$ cat src/rtl/isort_pkg.sv
// ----------------------------------------------------------------------------
// isort_pkg
// Types and constants used by the controller and the datapath of the insertion sorter.
// ----------------------------------------------------------------------------
package isort_pkg;

	localparam int unsigned VALUE_W = 32;

	typedef enum logic [2:0] {
		ST_IDLE,
		ST_SCAN,
		ST_PLACE,
		ST_LOAD_OUT,
		ST_EMIT
	} state_t;

	typedef struct packed {
		logic load;
		logic load_rd;
		logic set_ovf;
		logic shift;
		logic place;
		logic emit_first;
		logic emit_next;
		logic clear;
	} cmd_t;

	typedef struct packed {
		logic full;
		logic empty;
		logic greater;
		logic pos_one;
		logic eol;
		logic k_last;
	} sts_t;

endpackage

$ cat src/rtl/isort_ram.sv
// ----------------------------------------------------------------------------
// isort_ram
// Generic simple dual-port RAM with one write port and a registered read.
// ----------------------------------------------------------------------------
module isort_ram #(
	parameter int unsigned WIDTH = 32,
	parameter int unsigned DEPTH = 16
) (
	input  logic                     clk,
	input  logic                     we,
	input  logic [$clog2(DEPTH)-1:0] waddr,
	input  logic [WIDTH-1:0]         wdata,
	input  logic                     re,
	input  logic [$clog2(DEPTH)-1:0] raddr,
	output logic [WIDTH-1:0]         rdata
);

	logic [WIDTH-1:0] mem_q [DEPTH];

	always_ff @(posedge clk) begin
		if (we) begin
			mem_q[waddr] <= wdata;
		end
		if (re) begin
			rdata <= mem_q[raddr];
		end
	end

endmodule

$ cat src/rtl/isort_datapath.sv
// ----------------------------------------------------------------------------
// isort_datapath
// Sorted store, element count, insertion pointer and output index.
// ----------------------------------------------------------------------------
module isort_datapath #(
	parameter int unsigned DEPTH = 16
) (
	input  logic                             clk,
	input  logic                             arst_n,
	input  isort_pkg::cmd_t                  cmd,
	output isort_pkg::sts_t                  sts,
	input  logic [isort_pkg::VALUE_W-1:0]    s_tdata,
	input  logic                             s_tlast,
	output logic [isort_pkg::VALUE_W-1:0]    m_tdata,
	output logic                             m_tlast,
	output logic                             m_tuser
);

	localparam int unsigned AW = $clog2(DEPTH);
	localparam int unsigned CW = $clog2(DEPTH + 1);

	logic [isort_pkg::VALUE_W-1:0] value_q;
	logic                          eol_q;
	logic [CW-1:0]                 count_q;
	logic                          ovf_q;
	logic [CW-1:0]                 pos_q;
	logic [AW-1:0]                 k_q;

	logic [CW-1:0]                 cnt_m1;
	logic [CW-1:0]                 pos_m2;
	logic [AW-1:0]                 k_p1;
	logic                          re;
	logic [AW-1:0]                 raddr;
	logic                          we;
	logic [isort_pkg::VALUE_W-1:0] wdata;
	logic [isort_pkg::VALUE_W-1:0] rdata;

	always_ff @(posedge clk or negedge arst_n) begin
		if (!arst_n) begin
			count_q <= '0;
			ovf_q   <= 1'b0;
			pos_q   <= '0;
			k_q     <= '0;
			eol_q   <= 1'b0;
		end else begin
			if (cmd.load) begin
				eol_q <= s_tlast;
				pos_q <= count_q;
			end else if (cmd.shift) begin
				pos_q <= pos_q - CW'(1);
			end
			if (cmd.clear) begin
				count_q <= '0;
				ovf_q   <= 1'b0;
			end else begin
				if (cmd.place) begin
					count_q <= count_q + CW'(1);
				end
				if (cmd.set_ovf) begin
					ovf_q <= 1'b1;
				end
			end
			if (cmd.emit_first) begin
				k_q <= '0;
			end else if (cmd.emit_next) begin
				k_q <= k_p1;
			end
		end
	end

	always_ff @(posedge clk) begin
		if (cmd.load) begin
			value_q <= s_tdata;
		end
	end

	assign cnt_m1 = count_q - CW'(1);
	assign pos_m2 = pos_q - CW'(2);
	assign k_p1   = k_q + AW'(1);

	always_comb begin
		re    = cmd.load_rd | cmd.shift | cmd.emit_first | cmd.emit_next;
		raddr = '0;
		if (cmd.load_rd) begin
			raddr = cnt_m1[AW-1:0];
		end else if (cmd.shift) begin
			raddr = pos_m2[AW-1:0];
		end else if (cmd.emit_next) begin
			raddr = k_p1;
		end
		we    = cmd.shift | cmd.place;
		wdata = cmd.shift ? rdata : value_q;
	end

	isort_ram #(
		.WIDTH(isort_pkg::VALUE_W),
		.DEPTH(DEPTH)
	) u_ram (
		.clk  (clk),
		.we   (we),
		.waddr(pos_q[AW-1:0]),
		.wdata(wdata),
		.re   (re),
		.raddr(raddr),
		.rdata(rdata)
	);

	always_comb begin
		sts.full    = (count_q == CW'(DEPTH));
		sts.empty   = (count_q == '0);
		sts.greater = ($signed(rdata) > $signed(value_q));
		sts.pos_one = (pos_q == CW'(1));
		sts.eol     = eol_q;
		sts.k_last  = ((CW'(k_q) + CW'(1)) == count_q);
	end

	assign m_tdata = rdata;
	assign m_tlast = sts.k_last;
	assign m_tuser = ovf_q;

endmodule

$ cat src/rtl/isort_ctrl.sv
// ----------------------------------------------------------------------------
// isort_ctrl
// Sequencer for insertion, overflow handling and sorted output.
// ----------------------------------------------------------------------------
module isort_ctrl (
	input  logic            clk,
	input  logic            arst_n,
	input  logic            s_tvalid,
	input  logic            s_tlast,
	output logic            s_tready,
	output logic            m_tvalid,
	input  logic            m_tready,
	input  isort_pkg::sts_t sts,
	output isort_pkg::cmd_t cmd
);

	isort_pkg::state_t state_q;
	isort_pkg::state_t state_d;

	always_ff @(posedge clk or negedge arst_n) begin
		if (!arst_n) begin
			state_q <= isort_pkg::ST_IDLE;
		end else begin
			state_q <= state_d;
		end
	end

	always_comb begin
		state_d = state_q;
		case (state_q)
			isort_pkg::ST_IDLE: begin
				if (s_tvalid) begin
					if (sts.full) begin
						state_d = s_tlast ? isort_pkg::ST_LOAD_OUT : isort_pkg::ST_IDLE;
					end else if (sts.empty) begin
						state_d = isort_pkg::ST_PLACE;
					end else begin
						state_d = isort_pkg::ST_SCAN;
					end
				end
			end
			isort_pkg::ST_SCAN: begin
				if (sts.greater) begin
					state_d = sts.pos_one ? isort_pkg::ST_PLACE : isort_pkg::ST_SCAN;
				end else begin
					state_d = sts.eol ? isort_pkg::ST_LOAD_OUT : isort_pkg::ST_IDLE;
				end
			end
			isort_pkg::ST_PLACE: begin
				state_d = sts.eol ? isort_pkg::ST_LOAD_OUT : isort_pkg::ST_IDLE;
			end
			isort_pkg::ST_LOAD_OUT: begin
				state_d = isort_pkg::ST_EMIT;
			end
			isort_pkg::ST_EMIT: begin
				if (m_tready && sts.k_last) begin
					state_d = isort_pkg::ST_IDLE;
				end
			end
			default: begin
				state_d = isort_pkg::ST_IDLE;
			end
		endcase
	end

	always_comb begin
		cmd      = '0;
		s_tready = 1'b0;
		m_tvalid = 1'b0;
		case (state_q)
			isort_pkg::ST_IDLE: begin
				s_tready = 1'b1;
				if (s_tvalid) begin
					cmd.load    = 1'b1;
					cmd.set_ovf = sts.full;
					cmd.load_rd = !sts.full && !sts.empty;
				end
			end
			isort_pkg::ST_SCAN: begin
				cmd.shift = sts.greater;
				cmd.place = !sts.greater;
			end
			isort_pkg::ST_PLACE: begin
				cmd.place = 1'b1;
			end
			isort_pkg::ST_LOAD_OUT: begin
				cmd.emit_first = 1'b1;
			end
			isort_pkg::ST_EMIT: begin
				m_tvalid = 1'b1;
				if (m_tready) begin
					cmd.clear     = sts.k_last;
					cmd.emit_next = !sts.k_last;
				end
			end
			default: begin
				cmd = '0;
			end
		endcase
	end

endmodule

$ cat src/rtl/insertion_sorter_core.sv
// ----------------------------------------------------------------------------
// insertion_sorter_core
// Stable streaming insertion sorter for signed 32-bit words.
// ----------------------------------------------------------------------------
// Each input word on the s_ channel is inserted into a sorted RAM of DEPTH
// entries; larger entries move up one place, equal entries stay below it.
// An insertion reads the top entry and then makes a single compare-and-shift
// walk down through the RAM, one entry per step, until the word is written.
// s_tready is high only while the block waits for a word.
// A word with s_tlast set ends the list. After its insertion, one setup cycle
// reads the RAM and then the whole list leaves on the m_ channel in ascending
// order, one word per cycle while m_tready is high, with m_tlast on the last.
// When m_tready is low the current output word is held.
// Words that arrive while the store is full are dropped, and m_tuser is then
// high on every word of that list's output run.
// Reset empties the store and clears the overflow flag; no clearing pass is
// needed because only written entries are ever read.
// ----------------------------------------------------------------------------
module insertion_sorter_core #(
	parameter int unsigned DEPTH = 16
) (
	input  logic                          clk,
	input  logic                          arst_n,
	input  logic                          s_tvalid,
	output logic                          s_tready,
	input  logic [isort_pkg::VALUE_W-1:0] s_tdata,  // [31:0] value
	input  logic                          s_tlast,
	output logic                          m_tvalid,
	input  logic                          m_tready,
	output logic [isort_pkg::VALUE_W-1:0] m_tdata,  // [31:0] sorted_value
	output logic                          m_tlast,
	output logic                          m_tuser   // [0] overflow
);

	isort_pkg::cmd_t cmd;
	isort_pkg::sts_t sts;

	isort_ctrl u_ctrl (
		.clk     (clk),
		.arst_n  (arst_n),
		.s_tvalid(s_tvalid),
		.s_tlast (s_tlast),
		.s_tready(s_tready),
		.m_tvalid(m_tvalid),
		.m_tready(m_tready),
		.sts     (sts),
		.cmd     (cmd)
	);

	isort_datapath #(
		.DEPTH(DEPTH)
	) u_dp (
		.clk    (clk),
		.arst_n (arst_n),
		.cmd    (cmd),
		.sts    (sts),
		.s_tdata(s_tdata),
		.s_tlast(s_tlast),
		.m_tdata(m_tdata),
		.m_tlast(m_tlast),
		.m_tuser(m_tuser)
	);

endmodule

$ cat config.mk
export PLATFORM = sky130hd
export DESIGN_NAME = insertion_sorter_core
export DESIGN_NICKNAME = d
export VERILOG_FILES = /design/src/rtl/isort_pkg.sv /design/src/rtl/isort_ram.sv /design/src/rtl/isort_datapath.sv /design/src/rtl/isort_ctrl.sv /design/src/rtl/insertion_sorter_core.sv
export SDC_FILE = /design/constraint.sdc
export NUM_CORES = 1
export LEC_CHECK = 0
export ABC_AREA = 0
export BUFFER_PORTS_ARGS = -buffer_cell sky130_fd_sc_hd__buf_2
export CAP_MARGIN = 20
export CORE_MARGIN = 8
export CORE_UTILIZATION = 48
export CTS_BUF_LIST = sky130_fd_sc_hd__clkbuf_8
export CTS_CLUSTER_DIAMETER = 100
export DETAILED_ROUTE_END_ITERATION = 7
export GPL_TIMING_DRIVEN = 1
export SLEW_MARGIN = 40
export SYNTH_ARGS = -nofsm -noshare
export SYNTH_HDL_FRONTEND = slang
export SYNTH_SLANG_ARGS = --single-unit
$ cat constraint.sdc
create_clock -name clk -period 5 [get_ports clk]
set_input_delay 0.25 -clock clk [delete_from_list [all_inputs] [get_ports clk]]
set_output_delay 0.25 -clock clk [all_outputs]
set_load 0.1 [all_outputs]
==> impl_metrics.tcl, run 1 <==
set metrics [dict create \
    first_global_vias 17269 \
    max_slew.worst_pin.slew_ns 0.820 \
    clkLatencyLatePin_ns 0.69 \
    finalSetupTns_ns 0 \
    crit_path_max_fanout 15 \
    path_depth 15 \
    rr_worst_depth 15 \
    grt_pass1_wl_um 108000 \
    final_util 0.560 \
    start_util 0.486 \
    fmax_mhz 203 \
    grt_overflow 0 \
    crit_top_cell "buf_4" \
    critPathRequiredTime_ns 5.44 \
    synth_top_cell_by_area "edfxtp_1" \
    syn_avg_cell_area_um2 14.6 \
    setup.worst_path.end "u_dp.u_ram.rdata[26]" \
    cts_buffers 98 \
    vias 17263 \
    status "finished, final reports clean" \
    syn2layout_area_growth_pct 15.2 \
    synth_ff_type "edfxtp_1" \
    post-route-period-util 0.984 \
    fin_crit_ns 4.92 \
    cts.sinks 595 \
    cts_tree "done" \
    cts.htree.levels 3 \
    synth.area.top_cells "edfxtp_1 (66%), mux2_2 (5.5%), o211ai_1 (3.7%), a311oi_1 (3.2%), mux2i_1 (2.7%)" \
    finalSetupViolCount 0 \
    ant_nets 0 \
    fp.dieW_um 249 \
    netlist_area_um2 26200 \
    r2r-end "u_dp.u_ram.rdata[26]" \
    slowest_delay_ns 0.71 \
    worst_ep_arrival_time_ns 5.36 \
    track_usage 0.224 \
    setup.worst_path.start "u_dp.u_ram.rdata[14]" \
    cts_buffer_depth 3 \
    hp-start "s_tdata[26]" \
    grt_max_degree 98 \
    hold_depth 2 \
    drcViolationCount 0 \
    pin_count 73 \
    crit_type "flip-flop to flip-flop" \
    ys_seq_elements 595 \
    synth_edf_count 576 \
    drive_above_1_share 0.234 \
    synth-async-reset-ratio 0.0319 \
    dp_hpwl_um 39100 \
    fin_nets 2041 \
    avgRoutedWirePerCell_um 26.3 \
    holdWs_ns 0.266 \
    drt_pre_antenna_iters 5 \
    dieArea_um2 62200 \
    ys_seq_area_frac 0.679 \
    drv_cap 0 \
    core_area_um2 53800 \
    crit_path_end_kind "flip-flop" \
    synth_nets 1868 \
    vias_per_cell 6.33 \
    drv_slew 0 \
    portBuffers 72 \
    path_delay_family "compound AO/OA/AOI/OAI gates" \
    holdCritPathClass "input pin to flip-flop" \
    start_kind "flip-flop" \
    synth_top_area_frac 0.661 \
    worstPathCellList "ha_1 > nand4_1 > buf_4 > nor3_1 > buf_4 > o21ai_1 > a41o_1 > and3_1 > or2_4 > o21ai_4 > buf_4 > mux2_2 > a2111oi_0 > buf_4 > o211ai_1" \
    slew-limit-headroom 0.452 \
    drt_iter0_markers 1389 \
    routed_wirelength_um 71700 \
    path_buf_inv 4 \
    rows 85 \
    finClkSkew_ns 0.0265 \
    synthDistinctLibCells 58 \
    antenna_found_initial 2 \
    gp_congestion 0.795 \
    worst_path_max_delay_cell "a2111oi_0" \
    hold_viol 0 \
    clkTransAtPathRegs_ns 0.06 \
    root_buffer "clkbuf_8" \
    synth_cells 1788 \
    yosys_warnings 0 \
    r2r_slack_ns 0.08 \
    rr_startpoint "u_dp.u_ram.rdata[14]" \
    rsz0062_at_grt "false" \
    dieHeight_um 249 \
]
==> worst reg2reg max path, delay by kind of cell, from the launching register on <==
kind	cells	cell delay, ns
DFF	1	0.40
AOI/OAI and AO/OA	5	1.45
adders and majority gates	1	0.34
muxes	1	0.37
and+or+nand+nor	4	1.12
buffers and inverters	4	0.99
==> stage by stage <==
stage          worst slack (ns)  instance area, um2  cells
6_report                 0.0798               30200   2729
5_1_grt                 0.00400               30200   2729
4_1_cts                  0.0205               30100   2724
3_5_place_dp             0.0631               28000   2515
3_3_place_gp             0.0392               27900   2513
2_1_floorplan             0.106               26200   1788
==> cells in the mapped netlist, types with 2 or more instances <==
master     count
dfrtp_1       19
a311oi_1      96
mux2i_1       70
buf_1         11
nor2b_1        2
a22oi_1       32
nor2_1        44
clkbuf_1     111
or2_2          3
buf_4          3
nor3b_1        4
a2111oi_0     33
or3_1          2
and3_1         3
xnor2_1       12
nand2b_1       5
buf_6          7
edfxtp_1     576
buf_2         20
o21ai_1        2
a31oi_1        2
a21oi_1       22
nand4_1      111
mux2_2       128
ha_1          43
xor2_1         4
a21o_1         4
inv_1         44
nand3_1      103
o21ai_0       43
o211ai_1     128
a211oi_1       2
a41oi_1        2
nand2_1       65
nor3_1         9
==> cell usage in the layout, fill, tap and decap left out, types with 4 or more instances in the layout <==
cell	netlist	routed
a2111oi_0	33	28
a2111oi_1	0	4
a21o_1	4	4
a21oi_1	22	22
a22oi_1	32	32
a311oi_1	96	96
buf_12	0	10
buf_2	20	72
buf_4	3	97
clkbuf_8	0	101
clkinv_1	0	28
clkinv_2	0	14
dfrtp_1	19	19
dlygate4sd3_1	0	38
edfxtp_1	576	576
ha_1	43	42
inv_1	44	68
mux2_2	128	128
mux2i_1	70	70
nand2_1	65	63
nand2b_1	5	4
nand3_1	103	102
nand4_1	111	111
nor2_1	44	23
nor2_4	0	19
nor3_1	9	8
o211ai_1	128	128
o21ai_0	43	43
xnor2_1	12	12
xor2_1	4	4
==> cell families after synthesis <==
logic type      count (synthesis)  share of synthesized area
flops                         595                      0.679
compound gates                380                      0.110
simple gates                  360                     0.0715
mux                           198                     0.0819
buf+inv                       196                     0.0315
fa+ha+maj                      43                     0.0206
xor+xnor                       16                    0.00535
==> registers in the layout, summed over array words and instances, names as in the netlist <==
name / cells
u_ctrl.state_q: 3
u_dp.count_q: 5
u_dp.eol_q: 1
u_dp.k_q: 4
u_dp.m_tuser: 1
u_dp.pos_q: 5
u_dp.u_ram.mem_q: 512
u_dp.u_ram.rdata: 32
u_dp.value_q: 32
==> worst min path at each step <==
| stage | end | slack [ns] |
|---|---|---|
| 2_1_floorplan | u_ctrl.state_q[0] | -0.05 |
| 3_3_place_gp | u_dp.m_tuser | 0.21 |
| 3_5_place_dp | u_dp.count_q[2] | 0.22 |
| 4_1_cts | u_dp.value_q[22] | 0.21 |
| 5_1_grt | u_dp.value_q[22] | 0.23 |
| 6_report | u_dp.value_q[26] | 0.27 |
==> area by class of cell <==
cell class | instances | area, um2
Tap cell | 696 | 871
Antenna cell | 1 | 2.50
Timing Repair Buffer | 225 | 1810
Clock buffer | 101 | 1390
Fill cell | 4307 | 23700
Inverter | 44 | 165
Clock inverter | 70 | 314
Sequential cell | 595 | 17800
Multi-Input combinational cell | 997 | 7830
==> metal layers <==
metal	GRT usage	vias to the layer above	wire, um
met5	0	-	17
met4	0.0815	2	2090
met3	0.0505	152	5430
met2	0.361	753	34100
met1	0.296	8740	30000
li1	-	7616	-
==> repair_timing <==
| action | in CTS | in global routing |
|---|---|---|
| endpoints found under the hold margin | 56 | 0 |
| endpoints found under the setup margin | 0 | 11 |
| gates resized for setup | 0 | 8 |
| hold buffers | 38 | 0 |
| buffers inserted | 0 | 0 |
Power of run 1 is left out: the tool's default activity adds up to more than one toggle a clock period on the data nets, which glitch-free logic cannot reach.
==> run 2, diff against run 1 <==
--- a/config.mk
+++ b/config.mk
@@ -8,12 +8,15 @@
 export ABC_AREA = 0
 export BUFFER_PORTS_ARGS = -buffer_cell sky130_fd_sc_hd__buf_2
 export CAP_MARGIN = 20
+export CELL_PAD_IN_SITES_DETAIL_PLACEMENT = 0
+export CELL_PAD_IN_SITES_GLOBAL_PLACEMENT = 1
 export CORE_MARGIN = 8
 export CORE_UTILIZATION = 48
 export CTS_BUF_LIST = sky130_fd_sc_hd__clkbuf_8
 export CTS_CLUSTER_DIAMETER = 100
 export DETAILED_ROUTE_END_ITERATION = 7
 export GPL_TIMING_DRIVEN = 1
+export PLACE_DENSITY_LB_ADDON = 0.1
 export SLEW_MARGIN = 40
 export SYNTH_ARGS = -nofsm -noshare
 export SYNTH_HDL_FRONTEND = slang
==> run 2 against run 1 <==
Net effect:
- critical path depth decreased by 4
- via count decreased by 0.27%
- routed wire length increased by 5.1%
- first-iteration DRC count increased by 2.6%
- hold slack got worse by 0.010 ns
- register-to-register slack improved by 0.13 ns
- critical endpoint is now u_dp.u_ram.rdata[18]
- largest cell class unchanged
- highest routed layer is now met4
==> impl_metrics.tcl, run 2 (same netlist as run 1, synthesis figures left out) <==
set metrics [dict create \
    drv_cap 0 \
    grt_overflow 0 \
    start_util 0.486 \
    crit_path_max_fanout 14 \
    core_area_um2 53800 \
    crit_type "flip-flop to flip-flop" \
    syn2layout_area_growth_pct 15.6 \
    drv_slew 0 \
    fmax_mhz 209 \
    rsz0062_at_grt "false" \
    cts.sinks 595 \
    fin_crit_ns 4.79 \
    final_common_cell "edfxtp_1" \
    finalSetupTns_ns 0 \
    clkLatencyLatePin_ns 0.71 \
    post-route-period-util 0.958 \
    track_usage 0.237 \
    finalSetupViolCount 0 \
    hold_depth 2 \
    dieHeight_um 249 \
    routed_wirelength_um 75300 \
    rr_worst_depth 11 \
    drcViolationCount 0 \
    status "finished, final reports clean" \
    drt_pre_antenna_iters 5 \
    portBuffers 72 \
    grt_pass1_wl_um 113000 \
    slew-limit-headroom 0.427 \
    top_register "u_dp.u_ram.mem_q" \
    worst_path_max_delay_cell "or4_1" \
    slowest_delay_ns 0.71 \
    vias 17217 \
    finClkSkew_ns 0.0282 \
    root_buffer "clkbuf_8" \
    max_slew.worst_pin.slew_ns 0.860 \
    fin_nets 2039 \
    ant_nets 0 \
    grt_max_degree 98 \
    critPathRequiredTime_ns 5.39 \
    cts.htree.levels 3 \
    layout_setup_ws_ns 0.208 \
    gp_congestion 0.796 \
    cts_buffer_depth 3 \
    crit_path_end_kind "flip-flop" \
    drt_iter0_markers 1425 \
    vias_per_cell 6.31 \
    cts_buffers 100 \
    fp.dieW_um 249 \
    avgRoutedWirePerCell_um 27.6 \
    drive_above_1_share 0.233 \
    final_cell_mix "edfxtp_1 (576), mux2_2 (128), o211ai_1 (128), nand4_1 (111), clkbuf_8 (102)" \
    rows 85 \
    dieArea_um2 62200 \
    dpl_worst_slack_ns 0.00862 \
    worstPathCellList "ha_1 > nand4_1 > or4_1 > a41o_1 > and3_1 > or2_4 > o21ai_4 > buf_4 > mux2_2 > a2111oi_0 > o211ai_1" \
    worst_ep_arrival_time_ns 5.18 \
    pin_count 73 \
    largest_register_ffs 512 \
    start_kind "flip-flop" \
    first_global_vias 17504 \
    antenna_found_initial 2 \
    clkTransAtPathRegs_ns 0.06 \
    cts_tree "done" \
    holdCritPathClass "input pin to flip-flop" \
    dp_hpwl_um 43300 \
    reg.largest.list "u_dp.u_ram.mem_q (512), u_dp.u_ram.rdata (32), u_dp.value_q (32)" \
    hold_viol 0 \
]
==> run 2: per-layer routing <==
layer / wire length [um] / global-route usage / share of wire / vias to the layer above
met2: 35500 / 0.377 / 0.47 / 637
met5: 0 / 0 / 0 / -
met3: 4840 / 0.0481 / 0.064 / 171
li1: - / - / - / 7629
met1: 32800 / 0.324 / 0.43 / 8780
met4: 2250 / 0.0808 / 0.030 / 0
==> run 2: area by class of cell <==
type / instances / area [um2]
Fill cell: 4298 / 23600
Sequential cell: 595 / 17800
Multi-Input combinational cell: 997 / 7850
Timing Repair Buffer: 221 / 1830
Clock buffer: 102 / 1400
Tap cell: 696 / 871
Clock inverter: 73 / 359
Inverter: 44 / 165
Antenna cell: 2 / 5.00
==> run 2: what timing repair did <==
action,in CTS,in global routing
setup buffers,0,0
hold endpoints to repair,56,0
setup endpoints to repair,1,12
hold buffers,38,0
gates resized for setup,1,5
==> run 2: per-stage QoR <==
stage	utilization	area (um2)	instances	hold WS (ns)
after floorplan	-	26200	1788	-0.0456
after global placement	0.516	27800	2500	0.228
after detailed placement	0.522	28100	2515	0.235
after CTS	0.562	30200	2728	0.197
after global routing	0.562	30300	2729	0.222
final	0.562	30300	2730	0.256
==> run 2: critical path, delay by kind of cell, from the launching register on <==
kind | cells | cell delay [ns]
buf+inv | 1 | 0.35
flops | 1 | 0.42
mux | 1 | 0.36
simple gates | 4 | 1.44
fa+ha+maj | 1 | 0.33
compound gates | 4 | 1.55
==> run 2: path summary, 6_finish.rpt <==
kind                                       from                    to  slack (ns)
max in group asynchronous                arst_n           u_dp.k_q[2]        3.45
setup / recovery           u_dp.u_ram.rdata[29]  u_dp.u_ram.rdata[18]        0.21
hold / removal                      s_tdata[31]      u_dp.value_q[31]        0.26
hold reg to reg                    u_dp.m_tuser          u_dp.m_tuser        0.49
setup reg to reg           u_dp.u_ram.rdata[29]  u_dp.u_ram.rdata[18]        0.21
min in group asynchronous                arst_n           u_dp.k_q[0]        0.57
Power of run 2 is left out for the same reason.
==> run 3, diff against run 2 <==
--- a/config.mk
+++ b/config.mk
@@ -10,7 +10,7 @@
 export CAP_MARGIN = 20
 export CELL_PAD_IN_SITES_DETAIL_PLACEMENT = 0
 export CELL_PAD_IN_SITES_GLOBAL_PLACEMENT = 1
-export CORE_MARGIN = 8
+export CORE_MARGIN = 10
 export CORE_UTILIZATION = 48
 export CTS_BUF_LIST = sky130_fd_sc_hd__clkbuf_8
 export CTS_CLUSTER_DIAMETER = 100
==> run 3 against run 2 <==
Net effect:
- sequential share of layout area fell by 0.15 points
- fmax decreased by 0.95%
- final cell count grew 0.18%
- first-iteration DRC count increased by 15%
- non-clock buffer count did not move
- utilization is essentially flat
- die area increased by 3.2%
- global-route usage decreased by 0.22 points
- via count up 1.2%
- highest routed layer unchanged
==> impl_metrics.tcl, run 3 (same netlist as run 1, synthesis figures left out) <==
set metrics [dict create \
    fp.dieW_um 253 \
    final_cell_mix "edfxtp_1 (576), mux2_2 (128), o211ai_1 (128), nand4_1 (111), clkbuf_8 (104)" \
    finalNonFillerCells 2735 \
    final_common_cell "edfxtp_1" \
    cts_tree "done" \
    track_usage 0.235 \
    cts.htree.levels 3 \
    ant_nets 0 \
    post-route-period-util 0.968 \
    critPathRequiredTime_ns 5.54 \
    hold_viol 0 \
    worst_path_max_delay_cell "buf_4" \
    vias 17421 \
    dp_hpwl_um 43300 \
    worstPathCellList "ha_1 > nand4_1 > buf_4 > or4_1 > a41o_1 > a21oi_1 > or2_4 > buf_4 > buf_4 > o211ai_1 > a311oi_1 > a2111oi_0 > o211ai_1" \
    fmax_mhz 207 \
    max_slew.worst_pin.slew_ns 0.821 \
    drcViolationCount 0 \
    pin_count 73 \
    largest_register_ffs 512 \
    fin_crit_ns 4.84 \
    routed_wirelength_um 75800 \
    final_util 0.563 \
    reg.largest.list "u_dp.u_ram.mem_q (512), u_dp.u_ram.rdata (32), u_dp.value_q (32)" \
    core_area_um2 53900 \
    clkTransAtPathRegs_ns 0.06 \
    fin_nets 2040 \
    crit_path_max_fanout 64 \
    crit_type "flip-flop to flip-flop" \
    crit_top_cell "buf_4" \
    antenna_found_initial 0 \
    nFillCells 4358 \
    cts_buffers 101 \
    drv_slew 0 \
    portBuffers 72 \
    setup.worst_path.start "u_dp.u_ram.rdata[31]" \
    cts.sinks 595 \
    slew-limit-headroom 0.453 \
    rr_startpoint "u_dp.u_ram.rdata[31]" \
    dieArea_um2 64300 \
    drt_pre_antenna_iters 5 \
    gp_congestion 0.839 \
    grt_max_degree 98 \
    root_buffer "clkbuf_8" \
    finalSetupViolCount 0 \
    avgRoutedWirePerCell_um 27.7 \
    syn2layout_area_growth_pct 15.9 \
    clkLatencyLatePin_ns 0.71 \
    cts_buffer_depth 3 \
    status "finished, final reports clean" \
    dieHeight_um 253 \
    holdCritPathClass "input pin to async pin" \
    grt_pass1_wl_um 113000 \
    rsz0062_at_grt "false" \
    slowest_delay_ns 0.64 \
    finClkSkew_ns 0.0397 \
    path_delay_family "compound AO/OA/AOI/OAI gates" \
    top_register "u_dp.u_ram.mem_q" \
    start_util 0.485 \
    first_global_vias 17470 \
    path_buf_inv 3 \
    dpl.cell_count 2512 \
    drive_above_1_share 0.234 \
    start_kind "flip-flop" \
    rows 85 \
    drt_iter0_markers 1638 \
    vias_per_cell 6.37 \
    grt_overflow 0 \
    crit_path_end_kind "flip-flop" \
    worst_ep_arrival_time_ns 5.38 \
    drv_cap 0 \
]
-- run 3: cell count changes in the layout (fill, tap and decap cells not counted), moves of 2 or more --
| cell | previous run | this run |
|---|---|---|
| inv_1 | 73 | 81 |
| a2111oi_0 | 27 | 20 |
| a2111oi_1 | 4 | 9 |
| buf_12 | 7 | 10 |
| clkinvlp_4 | 4 | 1 |
| a2111oi_2 | 2 | 4 |
| buf_8 | 9 | 7 |
| clkbuf_8 | 102 | 104 |
| dlygate4sd3_1 | 38 | 36 |
-- run 3: stage by stage --
step	cell area (um2)	setup TNS (ns)	setup slack (ns)	hold slack, ns
floorplan	26200	0	0.106	-0.0456
CTS	30200	0	0.0174	0.00277
global placement	27900	-1.44	-0.278	0.221
finish	30300	0	0.162	0.0301
detailed placement	28100	-0.790	-0.182	0.223
global route	30300	0	0.00923	0.0518
-- run 3: worst paths after layout --
kind	cells after the start	slack (ns)	endpoint
worst max-delay path	13	0.16	u_dp.u_ram.rdata[5]
worst min-delay path	2	0.03	u_dp.pos_q[2]
worst max register to register	13	0.16	u_dp.u_ram.rdata[5]
worst min register to register	2	0.50	u_dp.m_tuser
max in group asynchronous	2	4.65	u_dp.count_q[1]
min in group clk	2	0.25	u_dp.value_q[29]
-- run 3: layout make-up --
type                    instances  area, um2  area share
flip-flops and latches        595      17800       0.586
multi-input cells             997       7870       0.259
repair buffers                221       1880      0.0621
clock buffers                 104       1430      0.0472
well taps                     696        871      0.0287
clock inverters                77        344      0.0113
inverters                      44        165     0.00544
diodes                          1       2.50   0.0000825
-- run 3: per-layer routing --
| layer | global-route usage | wire [um] | up-vias |
|---|---|---|---|
| li1 | - | - | 7640 |
| met1 | 0.317 | 32100 | 8881 |
| met2 | 0.371 | 35800 | 723 |
| met3 | 0.0424 | 5170 | 177 |
| met4 | 0.0957 | 2770 | 0 |
| met5 | 0 | 0 | - |
-- run 3: what timing repair did --
item                                   in CTS  in global routing
cloned                                      0                  1
resized for setup                          13                  2
buffers inserted                            0                  2
pin swaps                                   0                  1
setup endpoints to repair                  11                 30
endpoints found under the hold margin      56                  0
hold buffers                               36                  0
Power of run 3 is left out for the same reason.
